[src/rtl/core/kmdr_pkg.sv]
// ----------------------------------------------------------------------------
// Key matrix debounce package
// Shared item types, scan control struct and fixed widths for the key matrix
// debounce and report block.
// ----------------------------------------------------------------------------
`default_nettype none

package kmdr_pkg;

    localparam int unsigned RAW_W      = 20;
    localparam int unsigned TIME_W     = 32;
    localparam int unsigned DEB_W      = 16;
    localparam int unsigned SLOT_W     = 5;
    localparam int unsigned OUT_SLOTS  = 6;
    // Wide enough for the rank of any key in a matrix of up to 128 keys.
    localparam int unsigned RANK_W     = 7;

    localparam logic [DEB_W-1:0] DEBOUNCE_RESET = 16'd10;

    typedef struct packed {
        logic [RAW_W-1:0]  raw_down;
        logic [TIME_W-1:0] now_ms;
    } kmdr_in_t;

    typedef struct packed {
        logic [RAW_W-1:0]  debounced_down;
        logic              any_down;
        logic [SLOT_W-1:0] slot_0;
        logic [SLOT_W-1:0] slot_1;
        logic [SLOT_W-1:0] slot_2;
        logic [SLOT_W-1:0] slot_3;
        logic [SLOT_W-1:0] slot_4;
        logic [SLOT_W-1:0] slot_5;
    } kmdr_out_t;

    // Per-scan control that every key cell sees.
    typedef struct packed {
        logic              update;
        logic [TIME_W-1:0] now_ms;
        logic [DEB_W-1:0]  debounce_ms;
    } kmdr_scan_t;

endpackage

`default_nettype wire

[src/rtl/core/kmdr_key_cell.sv]
// ----------------------------------------------------------------------------
// Key debounce cell
// Holds one key's debounced level and the time of its last accepted change.
// ----------------------------------------------------------------------------
`default_nettype none

module kmdr_key_cell (
    input  wire logic                aclk,
    input  wire logic                aresetn,
    input  wire kmdr_pkg::kmdr_scan_t scan,
    input  wire logic                raw_level,
    output logic                     pressed_next
);
    import kmdr_pkg::*;

    logic              pressed_reg;
    logic [TIME_W-1:0] stamp_reg;
    logic [TIME_W-1:0] held;
    logic              accept;

    // A new level is taken only when the time since the last accepted change is longer than the window.
    assign held   = scan.now_ms - stamp_reg;
    assign accept = (raw_level != pressed_reg) &&
                    (held > {{(TIME_W-DEB_W){1'b0}}, scan.debounce_ms});
    assign pressed_next = accept ? raw_level : pressed_reg;

    always_ff @(posedge aclk) begin
        if (!aresetn) begin
            pressed_reg <= 1'b0;
            stamp_reg   <= '0;
        end else if (scan.update && accept) begin
            pressed_reg <= raw_level;
            stamp_reg   <= scan.now_ms;
        end
    end

endmodule

`default_nettype wire

[src/rtl/core/kmdr_report.sv]
// ----------------------------------------------------------------------------
// Key report builder
// Builds the bitmap, any-key flag and slot report from the debounced levels.
// ----------------------------------------------------------------------------
`default_nettype none

module kmdr_report #(
    parameter int unsigned NUM_KEYS     = 20,
    parameter int unsigned REPORT_SLOTS = 6
) (
    input  wire logic [NUM_KEYS-1:0] pressed,
    output kmdr_pkg::kmdr_out_t      result
);
    import kmdr_pkg::*;

    logic [SLOT_W-1:0] slot_val [OUT_SLOTS];
    logic [RAW_W-1:0]  bitmap;

    // Each key finds its rank among the pressed keys below it; a pressed key
    // whose rank is j fills slot j, so the slots come out in index order.
    always_comb begin
        logic [NUM_KEYS-1:0] below;
        logic [RANK_W-1:0]   rank;
        for (int j = 0; j < OUT_SLOTS; j++) begin
            slot_val[j] = '0;
        end
        for (int k = 0; k < NUM_KEYS; k++) begin
            for (int i = 0; i < NUM_KEYS; i++) begin
                below[i] = (i < k);
            end
            rank = RANK_W'($countones(pressed & below));
            for (int j = 0; j < OUT_SLOTS; j++) begin
                if ((j < REPORT_SLOTS) && pressed[k] && (rank == RANK_W'(j))) begin
                    slot_val[j] = slot_val[j] | SLOT_W'(k + 1);
                end
            end
        end
    end

    always_comb begin
        bitmap = '0;
        for (int k = 0; k < NUM_KEYS; k++) begin
            if (k < RAW_W) begin
                bitmap[k] = pressed[k];
            end
        end
    end

    always_comb begin
        result.debounced_down = bitmap;
        result.any_down       = |pressed;
        result.slot_0         = slot_val[0];
        result.slot_1         = slot_val[1];
        result.slot_2         = slot_val[2];
        result.slot_3         = slot_val[3];
        result.slot_4         = slot_val[4];
        result.slot_5         = slot_val[5];
    end

endmodule

`default_nettype wire

[src/rtl/core/key_matrix_debounce_report_top.sv]
// ----------------------------------------------------------------------------
// Key matrix debounce and report, top level
// Debounces one full matrix scan per item and returns the debounced bitmap,
// an any-key flag and a six-slot report of the pressed keys.
// ----------------------------------------------------------------------------
// An accepted item waits in the input register, then moves to the result register.
// Throughput: one item per cycle while m_ready does not stall the result side; the
// per-key debounce cells and the report builder sit between those two registers.
// Reset: synchronous active-low aresetn releases all keys, zeroes every
// change time, sets debounce_ms to 10 and empties both registers.
`default_nettype none

module key_matrix_debounce_report_top #(
    parameter int unsigned NUM_ROWS     = 5,
    parameter int unsigned NUM_COLS     = 4,
    parameter int unsigned REPORT_SLOTS = 6
) (
    input  wire logic                 aclk,
    input  wire logic                 aresetn,
    // Scan input channel.
    input  wire logic                 s_valid,
    output logic                      s_ready,
    input  wire kmdr_pkg::kmdr_in_t   s_data,
    // Result channel.
    output logic                      m_valid,
    input  wire logic                 m_ready,
    output kmdr_pkg::kmdr_out_t       m_data,
    // Configuration write channel for debounce_ms.
    input  wire logic                 cfg_valid,
    output logic                      cfg_ready,
    input  wire logic [15:0]          cfg_data
);
    import kmdr_pkg::*;

    localparam int unsigned NUM_KEYS = NUM_ROWS * NUM_COLS;

    kmdr_in_t          in_reg;
    logic              in_valid_reg;
    kmdr_out_t         out_reg;
    logic              out_valid_reg;
    logic              out_valid_next;
    logic [DEB_W-1:0]  debounce_reg;
    logic              advance;
    kmdr_scan_t        scan;
    logic [NUM_KEYS-1:0] pressed_next;
    kmdr_out_t         result;

    // The held item moves into the result register whenever that register is
    // empty or its item is being taken in the same cycle. The input register
    // accepts a new item in that same cycle, so scans flow back to back.
    assign advance   = in_valid_reg && (!out_valid_reg || m_ready);
    assign s_ready   = !in_valid_reg || advance;
    assign cfg_ready = 1'b1;

    always_ff @(posedge aclk) begin
        if (!aresetn) begin
            in_valid_reg <= 1'b0;
        end else if (s_ready) begin
            in_valid_reg <= s_valid;
        end
    end

    always_ff @(posedge aclk) begin
        if (s_valid && s_ready) begin
            in_reg <= s_data;
        end
    end

    always_ff @(posedge aclk) begin
        if (!aresetn) begin
            debounce_reg <= DEBOUNCE_RESET;
        end else if (cfg_valid && cfg_ready) begin
            debounce_reg <= cfg_data;
        end
    end

    // Key state commits only when the item moves on, so each scan sees the
    // state that the previous scan left behind.
    assign scan.update      = advance;
    assign scan.now_ms      = in_reg.now_ms;
    assign scan.debounce_ms = debounce_reg;

    genvar k;
    generate
        for (k = 0; k < NUM_KEYS; k++) begin : g_key
            logic raw_level;
            // Keys past the raw field width always read as released.
            if (k < RAW_W) begin : g_raw
                assign raw_level = in_reg.raw_down[k];
            end else begin : g_none
                assign raw_level = 1'b0;
            end

            kmdr_key_cell u_cell (
                .aclk         (aclk),
                .aresetn      (aresetn),
                .scan         (scan),
                .raw_level    (raw_level),
                .pressed_next (pressed_next[k])
            );
        end
    endgenerate

    kmdr_report #(
        .NUM_KEYS     (NUM_KEYS),
        .REPORT_SLOTS (REPORT_SLOTS)
    ) u_report (
        .pressed (pressed_next),
        .result  (result)
    );

    always_comb begin
        if (advance) begin
            out_valid_next = 1'b1;
        end else if (m_ready) begin
            out_valid_next = 1'b0;
        end else begin
            out_valid_next = out_valid_reg;
        end
    end

    always_ff @(posedge aclk) begin
        if (!aresetn) begin
            out_valid_reg <= 1'b0;
        end else begin
            out_valid_reg <= out_valid_next;
        end
    end

    always_ff @(posedge aclk) begin
        if (advance) begin
            out_reg <= result;
        end
    end

    assign m_valid = out_valid_reg;
    assign m_data  = out_reg;

endmodule

`default_nettype wire

[config.mk]
export PLATFORM = sky130hd
export DESIGN_NAME = key_matrix_debounce_report_top
export DESIGN_NICKNAME = d
export VERILOG_FILES = /design/src/rtl/core/kmdr_pkg.sv /design/src/rtl/core/kmdr_key_cell.sv /design/src/rtl/core/kmdr_report.sv /design/src/rtl/core/key_matrix_debounce_report_top.sv
export SDC_FILE = /design/constraint.sdc
export NUM_CORES = 2
export LEC_CHECK = 0
export ABC_AREA = 0
export BUFFER_PORTS_ARGS = -buffer_cell sky130_fd_sc_hd__buf_2
export CAP_MARGIN = 20
export CORE_MARGIN = 3
export CORE_UTILIZATION = 50
export CTS_CLUSTER_SIZE = 30
export DETAILED_ROUTE_END_ITERATION = 8
export HOLD_SLACK_MARGIN = 0.15
export PLACE_DENSITY = 0.67
export SYNTH_ARGS = -nofsm -noshare
export SYNTH_HDL_FRONTEND = slang
export SYNTH_SLANG_ARGS = --single-unit
[constraint.sdc]
create_clock -name aclk -period 24.9 [get_ports aclk]
set_input_delay 1.245 -clock aclk [delete_from_list [all_inputs] [get_ports aclk]]
set_output_delay 1.245 -clock aclk [all_outputs]
set_load 0.005 [all_outputs]
# Yosys cells after proc, flatten, opt, wreduce, memory -nomap -nowiden
# Cells that the tools add are included.
# W data, S select, Z words.
dict set report totals {
  latchBits 0
  regBits 781
  out_inout_bits 54
  memories 0
  mem_bits_ro 0
  ramBits 0
  input_bits 73
}
dict set report op_classes {
  mux 121
  n_bitwise 0
  n_mul 0
  div_mod_pow 0
  n_addsub 57
  n_reduce_logical 183
  order_cmp 20
  n_eq_ne 110
  shifts 0
}
# op n
set ops {}
lappend ops {{$gt A32 B16 Y1} 20}
lappend ops {{$sub A32 B32 Y32} 20}
lappend ops {{$eq A7 B2 Y1 const B} 36}
lappend ops {{$eq A7 B3 Y1 const B} 36}
lappend ops {{$mux W4} 48}
lappend ops {{$logic_and A1 B1 Y1} 152}
lappend ops {{$logic_not A7 Y1} 19}
lappend ops {{$eq A7 B1 Y1 const B} 18}
lappend ops {{$add A7 B7 Y7} 12}
lappend ops {{$mux W3} 24}
lappend ops {{$add A7 B1 Y7} 7}
lappend ops {{$mux W2} 20}
lappend ops {{$reduce_or A5 Y1} 6}
lappend ops {{$mux W1} 29}
lappend ops {{$ne A1 B1 Y1} 20}
lappend ops {{$reduce_or A20 Y1} 1}
lappend ops {{$add A1 B1 Y2} 9}
lappend ops {{$add A3 B7 Y7} 2}
lappend ops {{$add A2 B2 Y3} 4}
lappend ops {{$add A7 B3 Y7} 1}
lappend ops {{$add A2 B1 Y3} 2}
lappend ops {{$logic_not A1 Y1} 2}
lappend ops {{$logic_or A1 B1 Y1} 2}
lappend ops {{$reduce_bool A2 Y1} 1}

# Logic depth before layout (Yosys ltp)
dict set report logic_depth {
  word_depth 23
  ltp_mapped 43
}

# Cells and area by module
# A second synthesis with hierarchy kept.
dict set report unflattened {
  hier_cells 11224
  hier_area_um2 84900.2
}
# mod seq_area_each_um2 cells_each area_per_inst_um2 n_inst
set modules_own_cells {}
lappend modules_own_cells {{kmdr_key_cell (g_key[12].u_cell ...)} 660.6 522 3818.7 12}
lappend modules_own_cells {{kmdr_key_cell (g_key[0].u_cell ...)} 660.6 536 3908.7 7}
lappend modules_own_cells {kmdr_report 0.0 534 3998.8 1}
lappend modules_own_cells {{kmdr_key_cell (g_key[19].u_cell)} 660.6 509 3916.3 1}
lappend modules_own_cells {key_matrix_debounce_report_top 3453.3 165 3799.9 1}

# Worst setup path after synthesis
# No wires, ideal clock.
dict set report synth_timing {
  path_type {register -> register}
  startpoint {register in_reg[1] in the netlist's numbering}
  endpoint {register out_reg (netlist bit m_data[5]), data pin}
  path_buffers 1
  required_ns 24.628
  period_less_slack_ns 11.183
  path_stages_with_launch 41
  slack_ns 13.717
  t_arrival_ns 10.911
  cell_sequence {edfxtp_1 -> inv_1 -> clkbuf_1 -> fa_1 -> nor2b_1 -> o21ai_0 -> a21o_1 -> a21oi_1 -> o211ai_1 -> nor2b_1 -> xnor2_1 -> ha_1 -> a21o_1 -> a21o_1 -> a21oi_1 -> o211ai_1 -> a2111oi_0 -> o221ai_1 -> [... 5 more ...] -> fa_1 -> ha_1 -> inv_1 -> fa_1 -> inv_1 -> fa_1 -> inv_1 -> fa_1 -> inv_1 -> ha_1 -> a21oi_1 -> nor3_1 -> a21oi_1 -> nor2_1 -> nand4b_1 -> mux2i_1 -> a31o_2 -> or4_1}
}
dict set report synth_between {
  elab_chain_len 23
}
# item line
set synth_lines {}
lappend synth_lines {{start: declaration} key_matrix_debounce_report_top.sv:37} ;# kmdr_in_t in_reg;
lappend synth_lines {{start signal: assignment} key_matrix_debounce_report_top.sv:65} ;# in_reg <= s_data;
lappend synth_lines {{parallel branches: the longest is 22 deep, another holds $sub A32 B32 Y32} --}
lappend synth_lines {{$mux W2 (*)} kmdr_report.sv:33} ;# if ((j < REPORT_SLOTS) && pressed[k] && (rank == RANK_W'(j))) begin
lappend synth_lines {{end signal: assignment} key_matrix_debounce_report_top.sv:132} ;# out_reg <= result;
lappend synth_lines {{end: declaration} key_matrix_debounce_report_top.sv:39} ;# kmdr_out_t out_reg;
# Mark *: on every way between the ends.
# A chain may end at the register's enable or synchronous reset.

# Final worst setup path
dict set report layout_timing {
  startpoint {register in_reg[0] in the netlist's numbering}
  endpoint {register out_reg (netlist bit m_data[5]), data pin}
}
# Same word-level chain as after synthesis.

==> results.sh <==
export IMPL_cts_tree="built"
export IMPL_path_class="reg2reg"
export IMPL_cts_made_buffers=101
export IMPL_synth_edf_count=103
export IMPL_routed_wl_microns=266000
export IMPL_switchingPower_mw=1.98
export IMPL_finalHoldViolCount=0
export IMPL_min_period_ps=12800
export IMPL_synthMuxAreaShare_pct=9.45
export IMPL_slew_violations=0
export IMPL_ant_nets=0
export IMPL_critPathArrivalTime_ps=13280
export IMPL_yosys_area_share_simple_pct=20.5
export IMPL_hp_class="reg2reg"
export IMPL_leakage_nw=33.3
export IMPL_avgSynthCellArea_sq_um=7.98
export IMPL_ioPinCount=127
export IMPL_cp_end_kind="flip-flop"
export IMPL_rsz0062_at_grt="false"
export IMPL_drt_first_iter_violations=6292
export IMPL_crit_path_start_kind="flip-flop"
export IMPL_port_buffers=125
export IMPL_fill_cells=14800
export IMPL_post_dp_cell_area_sq_um=81700
export IMPL_power_mw=5.13
export IMPL_synth_xor_area_share_pct=4.84
export IMPL_hold_buffers=0
export IMPL_hold_path_depth=2
export IMPL_worstMarginPinSlew_ps=1100
export IMPL_yosys_register_bits=781
export IMPL_crit_slowest_cell="mux2i_1"
export IMPL_die_x_microns=404
export IMPL_ys_warnings_count=0
export IMPL_p_seq_share_pct=27.6
export IMPL_synth_compound_area_share_pct=21.1
export IMPL_via_per_inst=6.19
export IMPL_pwr_share_comb_pct=41.5
export IMPL_grt_pass1_vias=69500
export IMPL_antenna_found_initial=16
export IMPL_die_area_sq_um=163000
export IMPL_p_clk_share_pct=30.9
export IMPL_cts_resized=0
export IMPL_finalInstanceArea_sq_um=85300
export IMPL_max_freq_mhz=78.1
export IMPL_area_growth_syn_to_layout_pct=8.02
export IMPL_grtUsageTotal_pct=31.5
export IMPL_synth_top_family_by_area="compound AO/OA/AOI/OAI gates"
export IMPL_clock_sinks=781
export IMPL_worstPathMaxFanout=15
export IMPL_max_stage_delay_ps=810
export IMPL_reg2regPathDepth=41
export IMPL_start_util_pct=50.5
export IMPL_core_area_sq_um=157000
export IMPL_gp_congestion=0.991
export IMPL_post_cts_setup_buffers=0
export IMPL_final_setup_worst_slack_ps=12100
export IMPL_row_count=145
export IMPL_clk_latency_ps=740
export IMPL_clock_root_buffer="clkbuf_16"
export IMPL_vias=74200
export IMPL_period_share_pct=51.4
export IMPL_regToRegStartpoint="in_reg[0]$_DFFE_PP_"
export IMPL_dp_hpwl_microns=191000
export IMPL_post_place_ws_ps=12160
export IMPL_hold_end="g_key[1].u_cell.stamp_reg[2]$_SDFFE_PN0P_"
export IMPL_synthCells=9896
export IMPL_yosysUniqueCellTypes=120
export IMPL_clockBufferDepth=3
export IMPL_cap_violations=0
export IMPL_dieHeight_microns=404
export IMPL_r2r_end="m_data[5]$_SDFFCE_PP1P_"
export IMPL_largest_register_ffs=640
export IMPL_synth_ff_type="dfxtp_1"
export IMPL_syn_nets=11000
export IMPL_finalSetupViolCount=0
export IMPL_h_tree_depth=3
export IMPL_clk_pin_slew_ps=60
export IMPL_nets=10900
export IMPL_p_sw_share_pct=38.7
export IMPL_grt_max_degree=160
export IMPL_drive_gt1_share_pct=5.94
export IMPL_cp_required_ps=25380
export IMPL_route_detailed_drc=0
export IMPL_synthArstFlopShare_pct=0
export IMPL_ys_seq_area_share_pct=21.1
export IMPL_power_internal_mw=3.15
export IMPL_synthesis_area_sq_um=79000
export IMPL_skew_ps=47.5
export IMPL_tns_ps=0
export IMPL_grt_ovfl_total=0
export IMPL_synthAdderAreaFrac_pct=16.8
export IMPL_irDropWorstVdd_mv=0.0673
export IMPL_status="completed"
export IMPL_holdCritStartpoint="g_key[1].u_cell.stamp_reg[2]$_SDFFE_PN0P_"
export IMPL_dr_pass1_iters=6
export IMPL_wl_per_cell_microns=22.2
export IMPL_power_density_nw_per_um2=60.1
export IMPL_grt_pass1_wl_microns=407000
export IMPL_slew_headroom_pct=26.4
export IMPL_regToRegSetupSlack_ps=12100
## through the flow
step	std cells	hold WS [ps]	util [%]
floorplan	9896	435	-
global placement	11800	444	52.2
detailed placement	11800	447	52.2
CTS	12000	457	54.4
global route	12000	470	54.5
finish	12000	457	54.5
## layer usage
metal  global-route usage [%]  vias to the layer above  wire length [microns]
met5                        0                        -                     25
met4                     11.7                        4                  10400
met3                     5.53                      537                  22800
met2                     48.7                     2697                 113000
met1                     43.8                    35300                 120000
li1                         -                    35700                      -
## power groups by stage
| stage | combinational, mW | clock [mW] | sequential, mW |
|---|---|---|---|
| 2_1_floorplan | 1.51 | 0 | 1.43 |
| 3_3_place_gp | 2.04 | 0 | 1.44 |
| 3_5_place_dp | 2.08 | 0 | 1.44 |
| 4_1_cts | 2.09 | 1.62 | 1.41 |
| 5_1_grt | 2.35 | 1.66 | 1.42 |
| 6_report | 2.13 | 1.59 | 1.42 |
## critical path: cells and delay by family, from the launching register on
kind	cells	cell delay [ps]
fa+ha+maj	10	4530
compound gates	10	2370
simple gates	10	2190
mux	3	1170
buf+inv	7	1760
xor+xnor	1	100
flops	1	360
## placed cells by master, fill, tap and decap left out, types with 132 or more instances in the layout
cell type and count:
ha_1 983, inv_1 847, a21oi_1 814, mux2i_1 717, nor2b_1 712, nand2_1 684
dfxtp_1 677, nor2_1 498, o21ai_0 451, xnor2_1 283, nand4_1 215, a21o_1 210
nand3_1 205, nor3_1 169, xor2_1 154, o21a_1 132
## cell type report
cell class | instances | area, sq um | share of cell area (%)
Timing Repair Buffer | 255 | 1780 | 2.08
Tap cell | 2058 | 2570 | 3.02
Multi-Input combinational cell | 7829 | 57500 | 67.4
Clock inverter | 44 | 582 | 0.682
Sequential cell | 781 | 16700 | 19.5
Antenna cell | 9 | 22.5 | 0.0264
Clock buffer | 144 | 2980 | 3.49
Inverter | 867 | 3260 | 3.81
## logic make-up after synthesis
logic type                 after synthesis
AOI/OAI and AO/OA                     2552
xor gates and xnor gates               437
adders and majority gates             1032
buffers and inverters                 1286
DFF                                    781
muxes                                  738
other                                    1
and+or+nand+nor                       3069
## worst max-delay path by stage
| stage | endpoint | from |
|---|---|---|
| CTS | m_data[5]$_SDFFCE_PP1P_ | in_reg[0]$_DFFE_PP_ |
| global route | m_data[5]$_SDFFCE_PP1P_ | in_reg[0]$_DFFE_PP_ |
| finish | m_data[5]$_SDFFCE_PP1P_ | in_reg[0]$_DFFE_PP_ |
| global placement | m_data[5]$_SDFFCE_PP1P_ | in_reg[0]$_DFFE_PP_ |
| floorplan | m_data[5]$_SDFFCE_PP1P_ | in_reg[1]$_DFFE_PP_ |
| detailed placement | m_data[5]$_SDFFCE_PP1P_ | in_reg[0]$_DFFE_PP_ |
## synthesized netlist by cell type (22+ instances only)
cell | count | area, sq um
ha_1 | 983 | 12300
xnor2_1 | 283 | 2480
a31oi_1 | 76 | 475
o221ai_1 | 22 | 193
or4_1 | 36 | 270
edfxtp_1 | 103 | 3090
nor3b_1 | 31 | 233
o21ai_0 | 451 | 2260
nor2b_1 | 712 | 4450
nand2_1 | 684 | 2570
and3_1 | 86 | 538
a211o_1 | 38 | 333
clkbuf_1 | 353 | 1330
a21oi_1 | 814 | 4070
and4_1 | 29 | 254
a21o_1 | 210 | 1580
nand3_1 | 209 | 1050
a211oi_1 | 114 | 856
o31a_1 | 29 | 254
nand2b_1 | 85 | 532
o211ai_1 | 118 | 886
xor2_1 | 154 | 1350
mux2i_1 | 717 | 7180
o22ai_1 | 34 | 213
or3_1 | 49 | 307
and2_1 | 60 | 375
nor2_1 | 498 | 1870
o2111ai_1 | 37 | 324
fa_1 | 49 | 981
dfxtp_1 | 678 | 13600
o21a_1 | 132 | 991
a21boi_0 | 33 | 248
a2111oi_0 | 43 | 377
or2_2 | 25 | 156
nand4_1 | 215 | 1350
nand3b_1 | 22 | 165
nor4_1 | 71 | 444
buf_2 | 53 | 265
o31ai_1 | 31 | 233
inv_1 | 865 | 3250
nor3_1 | 176 | 881
o21bai_1 | 78 | 586
a221oi_1 | 24 | 210
No activity file was read; power rests on OpenSTA's default activity.
